`config.mk`:
```
export PLATFORM = sky130hd
export DESIGN_NAME = vab_ctrl
export DESIGN_NICKNAME = d
export VERILOG_FILES = /design/src/hdl/vab_pkg.sv /design/src/hdl/vab_ctrl.sv
export SDC_FILE = /design/constraint.sdc
export NUM_CORES = 1
export LEC_CHECK = 0
export ABC_AREA = 1
export BUFFER_PORTS_ARGS = -buffer_cell sky130_fd_sc_hd__buf_2
export CAP_MARGIN = 15
export CORE_ASPECT_RATIO = 1.1
export CORE_MARGIN = 1
export CORE_UTILIZATION = 49
export CTS_CLUSTER_DIAMETER = 50
export CTS_CLUSTER_SIZE = 12
export DETAILED_ROUTE_END_ITERATION = 8
export GPL_TIMING_DRIVEN = 0
export HOLD_SLACK_MARGIN = 0.03
export PLACE_DENSITY = 0.77
export SYNTH_ARGS = -nofsm -noshare
export SYNTH_HDL_FRONTEND = slang
export SYNTH_SLANG_ARGS = --single-unit
export TNS_END_PERCENT = 10
```
`constraint.sdc`:
```
create_clock -name clk -period 1.7 [get_ports clk]
set_input_delay 0.085 -clock clk [delete_from_list [all_inputs] [get_ports clk]]
set_output_delay 0.085 -clock clk [all_outputs]
set_load 0.01 [all_outputs]
```
`src/hdl/vab_pkg.sv`:
```
// vab_pkg: shared types, constants and command codes for the voice allocator
// depends on nothing
package vab_pkg;

	localparam int NUM_VOICES = 8;
	localparam int VW = $clog2(NUM_VOICES);
	localparam logic [16:0] FULL_LEVEL = 17'd65536;

	typedef enum logic [2:0] {
		CMD_NOTE_ON  = 3'd0,
		CMD_OFF_NOTE = 3'd1,
		CMD_OFF_ID   = 3'd2,
		CMD_ALL_OFF  = 3'd3,
		CMD_TICK     = 3'd4,
		CMD_RESET    = 3'd5
	} cmd_t;

	typedef enum logic [2:0] {
		ST_IDLE    = 3'd0,
		ST_ATTACK  = 3'd1,
		ST_DECAY   = 3'd2,
		ST_SUSTAIN = 3'd3,
		ST_RELEASE = 3'd4
	} stage_t;

	localparam logic [1:0] REG_ATTACK  = 2'd0;
	localparam logic [1:0] REG_DECAY   = 2'd1;
	localparam logic [1:0] REG_SUSTAIN = 2'd2;
	localparam logic [1:0] REG_RELEASE = 2'd3;

	// controller to datapath
	typedef struct packed {
		logic          latch;     // capture input word
		logic          bulk;      // run off/all_off/reset over all voices
		logic          note_on;   // write allocated voice
		logic          tick_load; // start envelope step of voice
		logic          div_start;
		logic          tick_done; // write back stepped voice
		logic [VW-1:0] voice;
	} dp_cmd_t;

	// datapath to controller
	typedef struct packed {
		logic div_busy;
		logic need_div;
	} dp_sts_t;

endpackage

```
`src/hdl/vab_ctrl.sv`:
```
// vab_ctrl: sequencer for command decode, per-voice envelope walk and result handshake
// depends on vab_pkg
module vab_ctrl import vab_pkg::*; (
	input  logic          clk,
	input  logic          arst_n,
	input  logic          in_valid,
	output logic          in_ready,
	input  logic [2:0]    command,
	input  logic [8:0]    velocity,
	output logic          out_valid,
	input  logic          out_ready,
	output logic          out_last,
	output dp_cmd_t       cmd,
	input  dp_sts_t       sts
);
	typedef enum logic [6:0] {
		S_IDLE  = 7'b0000001,
		S_DEC   = 7'b0000010,
		S_LOAD  = 7'b0000100,
		S_START = 7'b0001000,
		S_WAIT  = 7'b0010000,
		S_WB    = 7'b0100000,
		S_OUT   = 7'b1000000
	} state_t;

	state_t        st_q;
	logic [2:0]    c_q;
	logic          zv_q;
	logic [VW-1:0] v_q;
	logic          tick_q;

	assign in_ready = (st_q == S_IDLE);
	assign out_valid = (st_q == S_OUT);
	assign out_last = !tick_q || v_q == VW'(NUM_VOICES - 1);

	always_comb begin
		cmd = '0;
		cmd.voice = v_q;
		cmd.latch = in_valid && in_ready;
		cmd.bulk = (st_q == S_DEC) && (c_q == CMD_OFF_NOTE || c_q == CMD_OFF_ID ||
			c_q == CMD_ALL_OFF || c_q == CMD_RESET || (c_q == CMD_NOTE_ON && zv_q));
		cmd.note_on = (st_q == S_DEC) && c_q == CMD_NOTE_ON && !zv_q;
		cmd.tick_load = (st_q == S_LOAD);
		cmd.div_start = (st_q == S_START);
		cmd.tick_done = (st_q == S_WB);
	end

	always_ff @(posedge clk or negedge arst_n) begin
		if (!arst_n) begin
			st_q <= S_IDLE; c_q <= '0; zv_q <= 1'b0; v_q <= '0; tick_q <= 1'b0;
		end else begin
			unique case (st_q)
				S_IDLE: if (in_valid) begin
					c_q <= command; zv_q <= velocity == 9'd0; st_q <= S_DEC;
				end
				S_DEC: begin
					v_q <= '0;
					tick_q <= c_q == CMD_TICK;
					if (c_q == CMD_TICK) st_q <= S_LOAD;
					else if (c_q == CMD_NOTE_ON && !zv_q) st_q <= S_OUT;
					else st_q <= S_IDLE;
				end
				S_LOAD:  st_q <= sts.need_div ? S_START : S_WB;
				S_START: st_q <= S_WAIT;
				S_WAIT:  if (!sts.div_busy) st_q <= S_WB;
				S_WB:    st_q <= S_OUT;
				S_OUT: if (out_ready) begin
					if (tick_q && v_q != VW'(NUM_VOICES - 1)) begin
						v_q <= v_q + VW'(1); st_q <= S_LOAD;
					end else begin
						st_q <= S_IDLE;
					end
				end
				default: st_q <= S_IDLE;
			endcase
		end
	end

	a_onehot: assert property (@(posedge clk) disable iff (!arst_n) $onehot(st_q))
		else $error("state not one-hot");
	a_div_wait: assert property (@(posedge clk) disable iff (!arst_n)
		st_q == S_START |=> st_q == S_WAIT) else $error("divider start skipped");
	a_no_accept_busy: assert property (@(posedge clk) disable iff (!arst_n)
		out_valid |-> !in_ready) else $error("input taken while result pending");
endmodule

```
==> run summary, run 1 <==
==================================================================================================
Outcome ............................................................................. finished with violations
Violations in the final reports ..................................................... design-rule violations
Worst slew margin relative to its limit .............................................       0.7696
Latest clock arrival within the worst-skew pair .....................................       280 ps
DR iter-0 viols .....................................................................           12
Post-synthesis sequential element count .............................................           15
Synth Net Count .....................................................................          144
Fraction of power spent switching nets ..............................................       0.4048
Cell repeated most along the worst path .............................................        buf_4
Deepest clock path buffer count .....................................................            2
Data required time at the worst endpoint ............................................      1620 ps
Setup Viol. Count Final .............................................................            0
Wire length of the first global-routing pass ........................................      3042 um
Initial cell density of the core ....................................................       0.5239
Site Rows ...........................................................................           16
Total half-perimeter wirelength after legalization and detailed placement ...........      1572 um
Die area ............................................................................     2084 um2
Pre-CTS worst setup slack ...........................................................     275.7 ps
Post-DP Area ........................................................................     1101 um2
Post-route setup slack ..............................................................     96.03 ps
RD Place Congestion .................................................................       0.8505
Clock tree root buffer cell .........................................................     clkbuf_4
Max-slew violation count ............................................................            0
Initial antenna violation count .....................................................            0
Peak supply drop ....................................................................  0.0007267 V
Post-Syn Area .......................................................................    933.4 um2
Final net count .....................................................................          185
GRT overflow ........................................................................            0
Fill count ..........................................................................          163
Max Fclk ............................................................................   0.6235 GHz
Primary flip-flop cell chosen by synthesis mapping ..................................      dfrtp_1
Final cell area excluding filler cells ..............................................     1199 um2
Synth async-reset ratio .............................................................        1.000
Setup crit start kind ...............................................................         flop
Via count of the first global-routing pass ..........................................          770
H-tree Lvls .........................................................................            1
Setup slack of the most critical reg-to-reg path ....................................       260 ps
Count of clock tree sinks ...........................................................           15
Number of antenna diodes ............................................................            0
Worst Path Max Fanout ...............................................................            4
Clock Power Share ...................................................................        0.155
Number of hold violations in the final report .......................................            0
Most used standard cell by instance count after synthesis ...........................      nand2_1
Vias per std cell ...................................................................        4.940
Post-Route Setup TNS ................................................................         0 ps
CP startpoint ....................................................................... st_q[6]$_DFFE_PN0P_
Share of total power in sequential cells ............................................        0.372
Switching power of the nets .........................................................     534.4 uW
Launching point of the worst reg2reg path ........................................... v_q[0]$_DFFE_PN0P_
Floorplan core area .................................................................     1782 um2
Ports ...............................................................................           30
Leak pwr ............................................................................    0.6910 nW
Number of enable-type register cells in the synthesized netlist .....................            0
Seq/Total Area, Yosys ...............................................................       0.4035
Max capacitance violation total .....................................................            0
CP endpoint kind ....................................................................   output pin
Endpoint arrival time on the critical path ..........................................      1520 ps
Dominant cells by area after synthesis .............................................. dfrtp_1, nand2_1, nor2_1
Layout cell share with drive strength beyond 1 ......................................       0.3963
Combinational Power Share ...........................................................        0.474
Post-synthesis area per instance ....................................................    7.527 um2
Slowest-stage cell, CP ..............................................................      dfrtp_2
Number of iterations in the first detailed-routing pass .............................            6
Top cell type's share of synthesized area ...........................................       0.3753
RSZ-0062 raised after global routing ................................................           no
Count of mapped cells out of synthesis ..............................................          124
Yosys warning total .................................................................            0
Cell type with the largest total area after synthesis ...............................      dfrtp_1
Inserted Clock Buffers ..............................................................            3
Remaining number of nets flagged by the antenna check after routing .................            0
Worst setup skew after layout .......................................................     1.575 ps
Total Routed Length .................................................................      1992 um
Count of unresolved DRC violations after routing ....................................            3
Power density over cell area ........................................................  1101 nW/um2
Clock transition time at the flip-flop clock pins of the worst setup and hold paths .        90 ps
Fin crit share ......................................................................       0.9435
Transition time at the pin with the least slew margin ...............................     345.6 ps
Pin count of the biggest net entering global routing ................................           16
Cell internal power dissipation .....................................................     785.7 uW
Kind of critical path ............................................................... flop to output pin
Total routing usage reported by global routing ......................................       0.2051
Detailed-route via count ............................................................          899
Commonest cells in the netlist ...................................................... nand2_1, nor2_1, dfrtp_1
Worst reg2reg endpoint .............................................................. v_q[0]$_DFFE_PN0P_
Post-DR wirelength/cell .............................................................     10.95 um
Port bufs ...........................................................................           29
Critical path endpoint ..............................................................     in_ready
Die width ...........................................................................     43.62 um
CP peak stage delay .................................................................       450 ps
Cells along the critical path ....................................................... inv_2 > nand3_2 > nor3_4 > buf_4 > buf_4 > buf_2
Vert. Die Dim .......................................................................     47.78 um
Area Growth Syn to Fin ..............................................................       28.42%
Period minus WS final ...............................................................      1604 ps
Min-Delay Path Class ................................................................ primary input to flop
Clock tree from TritonCTS ...........................................................        built
Number of library cell types mapped by synthesis ....................................           24
Cell count of the worst reg-to-reg path .............................................           10
==================================================================================================
[worst min-delay path by stage]
stage / from / end / slack (ps) / cells past startpoint
floorplan: arst_n / c_q[0]$_DFFE_PN0P_ / -210 / 0
global placement: arst_n / st_q[4]$_DFFE_PN0P_ / 7 / 1
detailed placement: arst_n / st_q[4]$_DFFE_PN0P_ / 8 / 1
CTS: sts[0] / st_q[3]$_DFFE_PN0P_ / 40 / 3
global route: sts[0] / st_q[3]$_DFFE_PN0P_ / 30 / 3
finish: sts[0] / st_q[3]$_DFFE_PN0P_ / 40 / 3
[registers in the layout (all words and copies together), names as in the netlist]
signal / cells
v_q: 3
tick_q: 1
c_q: 3
zv_q: 1
st_q: 7
[critical path: cells and delay by family (launching register included)]
family	cells	cell delay, ps
and+or+nand+nor	2	330
DFF	1	450
buffers and inverters	4	450
[power groups by stage]
stage / clock network, mW / logic (mW) / registers, mW
finish: 0.204 / 0.625 / 0.491
global route: 0.225 / 0.702 / 0.506
CTS: 0.208 / 0.568 / 0.489
detailed placement: 0 / 0.557 / 0.497
global placement: 0 / 0.544 / 0.492
floorplan: 0 / 0.418 / 0.486
[cell families (layout without fill, tap and decap cells)]
kind of cell	count (synthesis)	after routing	synth area share
simple gates	73	73	0.3941
fa+ha+maj	2	2	0.02681
buf+inv	22	62	0.09517
flops	15	15	0.4035
compound gates	12	12	0.08043
[cell type report]
cell class              instances  area, um2  area share
well taps                      18      22.52     0.01879
inverters                      22      88.84     0.07411
multi-input cells              87      475.5      0.3967
repair buffers                 36      207.7      0.1733
clock buffers                   4      26.28     0.02192
flip-flops and latches         15      377.9      0.3152
[repair_timing]
item / CTS / global route
setup buffers: 0 / 3
endpoints found under the hold margin: 18 / 0
gates resized for setup: 0 / 3
hold buffers: 4 / 0
endpoints found under the setup margin: 0 / 3
[metal layers]
| metal | wire (um) | share of wire | vias up | track usage |
|---|---|---|---|---|
| met5 | 0 | 0 | - | 0 |
| met3 | 72 | 0.036 | 2 | 0.04528 |
| met4 | 12 | 0.0060 | 0 | 0.07500 |
| met2 | 1067 | 0.54 | 27 | 0.3881 |
| li1 | - | - | 468 | - |
| met1 | 840 | 0.42 | 402 | 0.2291 |
[through the flow]
step	hold WS, ps	cells	total power [mW]	utilization
5_1_grt	33.81	182	1.432	0.6728
2_1_floorplan	-210.6	124	0.9039	-
3_5_place_dp	7.839	171	1.053	0.6180
3_3_place_gp	7.439	171	1.036	0.6180
4_1_cts	36.87	179	1.265	0.6552
6_report	38.08	182	1.320	0.6728
[cells in the final DEF (no fill, tap or decap), drive strengths merged]
master / n
nand2: 40
buf: 32
nor2: 19
inv: 19
dfrtp: 14
nand3: 11
o21ai: 7
a21oi: 5
dlygate4sd3: 4
clkbuf: 4
clkinv: 3
ha: 2
nor3: 1
nor4: 1
nand4: 1
dfstp: 1
Note: power is estimated with default switching activity, not from simulation.
==> run 2, diff against run 1 <==
--- a/config.mk
+++ b/config.mk
@@ -5,7 +5,6 @@
 export SDC_FILE = /design/constraint.sdc
 export NUM_CORES = 1
 export LEC_CHECK = 0
-export ABC_AREA = 1
 export BUFFER_PORTS_ARGS = -buffer_cell sky130_fd_sc_hd__buf_2
 export CAP_MARGIN = 15
 export CORE_ASPECT_RATIO = 1.1
==> run summary, run 2 <==
==================================================================================================
Topmost layer with routed signal wires ..............................................         met4
Latest clock arrival within the worst-skew pair .....................................       280 ps
RD Place Congestion .................................................................       0.7779
Post-synthesis sequential element count .............................................           15
Fin crit share ......................................................................        1.159
Number of iterations in the first detailed-routing pass .............................            6
Count of unresolved DRC violations after routing ....................................            0
CP delay by family, top ............................................................. simple AND/OR/NAND/NOR gates
RSZ-0062 raised after global routing ................................................          yes
Total Routed Length .................................................................      2196 um
Most used standard cell by instance count after synthesis ...........................      dfrtp_1
Number of antenna diodes ............................................................            0
Total routing usage reported by global routing ......................................       0.2415
Vert. Die Dim .......................................................................     48.11 um
WL met3 .............................................................................        76 um
Die area ............................................................................     2113 um2
Violations in the final reports ..................................................... negative setup slack
GRT overflow ........................................................................            0
Fill count ..........................................................................          131
Seq/Total Area, Yosys ...............................................................       0.3976
Cell type with the largest total area after synthesis ...............................      dfrtp_1
End point of the most critical hold path ............................................ st_q[3]$_DFFE_PN0P_
Total chip power ....................................................................     1.403 mW
Setup Viol. Count Final .............................................................           18
Floorplan core area .................................................................     1802 um2
HP Start ............................................................................       sts[0]
Clock tree from TritonCTS ...........................................................        built
Buffering stage count on the worst path with inverters included .....................            1
Worst setup skew after layout .......................................................    0.4951 ps
Deepest clock path buffer count .....................................................            2
Most used cells in the layout excluding fill and tap cells .......................... buf_2, dfrtp_1, buf_4
Slowest-stage cell, CP ..............................................................        or4_4
Post-route setup slack ..............................................................    -270.4 ps
Clock transition time at the flip-flop clock pins of the worst setup and hold paths .        80 ps
H-tree Lvls .........................................................................            1
Initial antenna violation count .....................................................            0
Initial cell density of the core ....................................................       0.5257
Dominant cells by area after synthesis .............................................. dfrtp_1, mux2_4, nor4b_1
Power density over cell area ........................................................  1122 nW/um2
Top cell type's share of synthesized area ...........................................       0.3699
Total half-perimeter wirelength after legalization and detailed placement ...........      1489 um
Synth Net Count .....................................................................          112
Ports ...............................................................................           30
Most common library cell in the layout ignoring fill and taps .......................        buf_2
Number of flip-flops under the largest register name ................................            7
Count of mapped cells out of synthesis ..............................................           92
Wire length of the first global-routing pass ........................................      3629 um
Max-slew violation count ............................................................            0
Final cell utilization of the core ..................................................       0.6938
Number of hold violations in the final report .......................................            0
Setup crit start kind ...............................................................         flop
Number of enable-type register cells in the synthesized netlist .....................            0
Outcome ............................................................................. finished with violations
Clock tree root buffer cell .........................................................     clkbuf_4
Leading registers by flop count ..................................................... st_q: 7 flops, c_q: 3 flops, v_q: 3 flops
Vias per std cell ...................................................................        5.733
Count of clock tree sinks ...........................................................           15
Die width ...........................................................................     43.92 um
Port bufs ...........................................................................           29
Wire length on met2 .................................................................      1140 um
Commonest cells in the netlist ...................................................... dfrtp_1, nor4b_1, nand2_1
Cell count of the worst reg-to-reg path .............................................            4
Number of placed instances with taps included .......................................          139
Cells along the critical path ....................................................... or4_4 > nor4b_4 > and2_4 > buf_6
Fin cells ...........................................................................          150
Detailed-route via count ............................................................          860
Min-Delay Path Class ................................................................ primary input to flop
Register with the highest flop count ................................................         st_q
Worst slew margin relative to its limit .............................................       0.6631
Number of library cell types mapped by synthesis ....................................           40
Period minus WS final ...............................................................      1970 ps
Max Fclk ............................................................................   0.5075 GHz
Setup slack of the most critical reg-to-reg path ....................................      -200 ps
Site Rows ...........................................................................           16
Kind of critical path ............................................................... flop to output pin
Post-Syn Area .......................................................................    947.2 um2
Final net count .....................................................................          153
Area Growth Syn to Fin ..............................................................       31.97%
Remaining number of nets flagged by the antenna check after routing .................            0
Transition time at the pin with the least slew margin ...............................     504.2 ps
CP endpoint kind ....................................................................   output pin
Layout cell share with drive strength beyond 1 ......................................       0.4318
Peak supply drop ....................................................................  0.0006998 V
Via count of the first global-routing pass ..........................................          852
CP peak stage delay .................................................................       590 ps
Yosys warning total .................................................................            0
Pin count of the biggest net entering global routing ................................           16
Inserted Clock Buffers ..............................................................            3
Worst reg2reg endpoint .............................................................. c_q[2]$_DFFE_PN0P_
Synth async-reset ratio .............................................................        1.000
Area used by sequential logic in the layout .........................................    379.1 um2
Primary flip-flop cell chosen by synthesis mapping ..................................      dfrtp_1
Number of cells on the worst hold path ..............................................            2
Max capacitance violation total .....................................................            0
Post-synthesis area per instance ....................................................    10.30 um2
DR iter-0 viols .....................................................................           23
Launching point of the worst reg2reg path ........................................... st_q[4]$_DFFE_PN0P_
Endpoint arrival time on the critical path ..........................................      1890 ps
Post-route met1 wirelength ..........................................................       933 um
Data required time at the worst endpoint ............................................      1620 ps
Leak pwr ............................................................................    0.6177 nW
Post-DR wirelength/cell .............................................................     14.64 um
Worst Path Max Fanout ...............................................................            5
Multi-input gate area in the final layout ...........................................    549.3 um2
==================================================================================================
## run 2: cell count changes after synthesis, sizes merged, moves of 3 or more
cell,previous run,this run
nand2b,0,4
nor2,19,4
inv,19,4
buf,0,3
nand3,11,3
mux2,0,4
clkinv,3,0
nand2,40,5
nor4b,0,8
o21ai,7,4
and2,0,4
nor3b,0,3
## run 2: where the power goes
group / internal [mW] / switching [mW]
logic: 0.384 / 0.279
clock network: 0.0912 / 0.112
registers: 0.439 / 0.0975
total: 0.914 / 0.489
## run 2: how the worst max path moves through the flow
stage               cells after the start  slack (ps)            endpoint                 from
finish                                  4        -270              cmd[8]  st_q[4]$_DFFE_PN0P_
global route                            4        -340              cmd[8]  st_q[4]$_DFFE_PN0P_
CTS                                     5        -400              cmd[8]  st_q[4]$_DFFE_PN0P_
detailed placement                      6        -460  c_q[2]$_DFFE_PN0P_  st_q[4]$_DFFE_PN0P_
global placement                        6        -410  c_q[0]$_DFFE_PN0P_  st_q[4]$_DFFE_PN0P_
floorplan                               6        -430  c_q[0]$_DFFE_PN0P_  st_q[4]$_DFFE_PN0P_
## run 2: cell type report
type	instances	area share
Buffer	1	0.003003
Clock buffer	4	0.02102
Inverter	4	0.01201
Multi-Input combinational cell	68	0.4394
Sequential cell	15	0.3033
Tap cell	18	0.01802
Timing Repair Buffer	40	0.2032
## run 2: per-stage QoR
| step | instance area (um2) | hold slack (ps) | setup TNS, ps | setup slack (ps) |
|---|---|---|---|---|
| after floorplan | 947.2 | -210.6 | -2621 | -432.6 |
| after global placement | 1115 | 7.575 | -2852 | -408.6 |
| after detailed placement | 1115 | 8.883 | -3397 | -455.9 |
| after CTS | 1225 | 36.20 | -3808 | -396.5 |
| after global routing | 1250 | 34.75 | -4410 | -338.6 |
| final | 1250 | 39.16 | -2780 | -270.4 |
## run 2: kinds of logic (layout without fill, tap and decap cells)
| family | Yosys count | after routing | synth area share |
|---|---|---|---|
| compound gates | 15 | 15 | 0.1044 |
| buf+inv | 9 | 49 | 0.05944 |
| simple gates | 45 | 45 | 0.3289 |
| flops | 15 | 15 | 0.3976 |
| fa+ha+maj | 2 | 2 | 0.02642 |
| mux | 5 | 5 | 0.07398 |
| xor+xnor | 1 | 1 | 0.009249 |
## run 2: per-layer routing
metal,vias up,GRT usage
li1,418,-
met2,27,0.4537
met1,410,0.2827
met3,5,0.02222
met5,-,0
met4,0,0.1212
## run 2: worst register-to-register path, cell delays in order, from the launching register on
cell and delay [ps]:
dfrtp_1 390, or4_4 590, nor4b_4 270, and2_4 240
mux2_4 310
## run 2: timing repair
action | CTS | global route
hold buffers | 3 | 1
gates resized for setup | 9 | 3
endpoints found under the setup margin | 19 | 21
cloned | 0 | 0
buffers inserted | 5 | 2
hold endpoints to repair | 17 | 1
pin swaps | 5 | 3
==> run 3, diff against run 2 <==
--- a/config.mk
+++ b/config.mk
@@ -9,13 +9,13 @@
 export CAP_MARGIN = 15
 export CORE_ASPECT_RATIO = 1.1
 export CORE_MARGIN = 1
-export CORE_UTILIZATION = 49
+export CORE_UTILIZATION = 44
 export CTS_CLUSTER_DIAMETER = 50
 export CTS_CLUSTER_SIZE = 12
 export DETAILED_ROUTE_END_ITERATION = 8
 export GPL_TIMING_DRIVEN = 0
 export HOLD_SLACK_MARGIN = 0.03
-export PLACE_DENSITY = 0.77
+export PLACE_DENSITY = 0.73
 export SYNTH_ARGS = -nofsm -noshare
 export SYNTH_HDL_FRONTEND = slang
 export SYNTH_SLANG_ARGS = --single-unit
==> constraint.sdc (replaced) <==
create_clock -name clk -period 1.8 [get_ports clk]
set_input_delay 0.09 -clock clk [delete_from_list [all_inputs] [get_ports clk]]
set_output_delay 0.09 -clock clk [all_outputs]
set_load 0.1 [all_outputs]
==> run summary, run 3 (same netlist as run 2, synthesis figures left out) <==
==================================================================================================
Final net count .....................................................................          156
Worst Path Max Fanout ...............................................................            4
Total routing usage reported by global routing ......................................       0.2075
Port bufs ...........................................................................           29
H-tree Lvls .........................................................................            1
Endpoint arrival time on the critical path ..........................................      2080 ps
Worst slew margin relative to its limit .............................................       0.6856
Clock tree root buffer cell .........................................................     clkbuf_4
Ports ...............................................................................           30
Latest clock arrival within the worst-skew pair .....................................       290 ps
Final cell utilization of the core ..................................................       0.6898
Vert. Die Dim .......................................................................     50.66 um
Violations in the final reports ..................................................... negative setup slack
Count of clock tree sinks ...........................................................           15
Outcome ............................................................................. finished with violations
Peak supply drop ....................................................................  0.0008935 V
Number of antenna diodes ............................................................            0
Data required time at the worst endpoint ............................................      1710 ps
Most common library cell in the layout ignoring fill and taps .......................        buf_2
Period minus WS final ...............................................................      2172 ps
Min-Delay Path Class ................................................................ primary input to flop
Max Fclk ............................................................................   0.4604 GHz
Clock transition time at the flip-flop clock pins of the worst setup and hold paths .        90 ps
Kind of critical path ............................................................... flop to output pin
Detailed-route via count ............................................................          858
Setup Viol. Count Final .............................................................           14
Die area ............................................................................     2342 um2
DR iter-0 viols .....................................................................            9
Initial cell density of the core ....................................................       0.4687
Post-route setup slack ..............................................................    -372.2 ps
Die width ...........................................................................     46.24 um
Number of hold violations in the final report .......................................            0
Floorplan core area .................................................................     2021 um2
Clock tree from TritonCTS ...........................................................        built
Most used cells in the layout excluding fill and tap cells .......................... buf_2, dfrtp_1, buf_4
Worst hold slack after final layout .................................................     29.51 ps
Setup crit start kind ...............................................................         flop
Transition time at the pin with the least slew margin ...............................     470.6 ps
Deepest clock path buffer count .....................................................            2
Max capacitance violation total .....................................................            0
Leak pwr ............................................................................    0.6544 nW
Max-slew violation count ............................................................            0
Inserted Clock Buffers ..............................................................            3
Fill count ..........................................................................          166
Post-DR wirelength/cell .............................................................     13.27 um
Vias per std cell ...................................................................        5.264
GRT overflow ........................................................................            0
Leading registers by flop count ..................................................... st_q: 7 flops, c_q: 3 flops, v_q: 3 flops
Via count of the first global-routing pass ..........................................          839
Power density over cell area ........................................................  1220 nW/um2
Area Growth Syn to Fin ..............................................................       47.16%
Layout cell share with drive strength beyond 1 ......................................       0.4889
RD Place Congestion .................................................................       0.8056
Total Routed Length .................................................................      2163 um
Wire length of the first global-routing pass ........................................      3463 um
Register with the highest flop count ................................................         st_q
Initial antenna violation count .....................................................            0
Number of flip-flops under the largest register name ................................            7
Worst setup skew after layout .......................................................     4.325 ps
CP endpoint kind ....................................................................   output pin
Fin crit share ......................................................................        1.207
Number of iterations in the first detailed-routing pass .............................            4
Site Rows ...........................................................................           17
Remaining number of nets flagged by the antenna check after routing .................            0
Post-Route Setup TNS ................................................................     -3487 ps
Total half-perimeter wirelength after legalization and detailed placement ...........      1490 um
RSZ-0062 raised after global routing ................................................          yes
Count of unresolved DRC violations after routing ....................................            0
Pin count of the biggest net entering global routing ................................           16
==================================================================================================
run 3: cell count changes in the layout (fill, tap and decap cells not counted), moves of 2 or more:
| cell | delta |
|---|---|
| buf_12 | +2 |
| nor4b_4 | +3 |
| clkbuf_1 | -2 |
| nor4b_2 | -4 |
| buf_6 | +2 |
| buf_4 | +3 |
| buf_2 | -7 |
run 3: metrics by stage:
step	power, mW	cells	worst slack (ps)	instance area [um2]
floorplan	1.180	92	-1384	983.4
global placement	1.298	149	-459.9	1164
detailed placement	1.309	149	-470.6	1164
CTS	1.637	161	-436.7	1353
global route	1.779	163	-436.9	1394
finish	1.701	163	-372.2	1394
run 3: repair_timing:
| item | in CTS | in global routing |
|---|---|---|
| setup endpoints to repair | 16 | 20 |
| buffers inserted | 6 | 3 |
| pin swaps | 5 | 3 |
| hold buffers | 5 | 0 |
| hold endpoints to repair | 19 | 0 |
| resized for setup | 28 | 8 |
run 3: critical path: stages (launching register included):
cell and delay (ps):
dfrtp_1 400, or4_4 600, nor4b_4 390, and2_4 230, buf_12 170
run 3: final timing paths:
path | startpoint | endpoint | slack (ps) | cells past startpoint
hold / removal | command[2] | c_q[2]$_DFFE_PN0P_ | 30 | 2
setup reg to reg | st_q[4]$_DFFE_PN0P_ | c_q[2]$_DFFE_PN0P_ | -330 | 5
setup / recovery | st_q[4]$_DFFE_PN0P_ | cmd[8] | -370 | 4
min in group asynchronous | arst_n | v_q[2]$_DFFE_PN0P_ | 220 | 2
max in group asynchronous | arst_n | st_q[0]$_DFFE_PN1P_ | 1280 | 2
hold reg to reg | tick_q$_DFFE_PN0N_ | tick_q$_DFFE_PN0N_ | 480 | 2
run 3: layout make-up:
class / count / area (um2) / share of cell area
repair buffers: 43 / 336.6 / 0.2415
inverters: 4 / 15.01 / 0.01077
clock buffers: 3 / 22.52 / 0.01616
well taps: 28 / 35.03 / 0.02513
plain buffers: 1 / 5.005 / 0.003591
flip-flops and latches: 15 / 380.4 / 0.2729
clock inverters: 1 / 5.005 / 0.003591
multi-input cells: 68 / 594.3 / 0.4264
run 3: metal layers:
layer / routed length (um) / GRT usage / up-vias
met4: 44 / 0.1078 / 0
met3: 66 / 0.03237 / 5
met2: 1136 / 0.3451 / 26
met5: 0 / 0 / -
li1: - / - / 424
met1: 916 / 0.2477 / 403
run 3: power by group:
part	switching [mW]	internal (mW)
Clock	0.118	0.0828
Combinational	0.544	0.435
Sequential	0.106	0.415
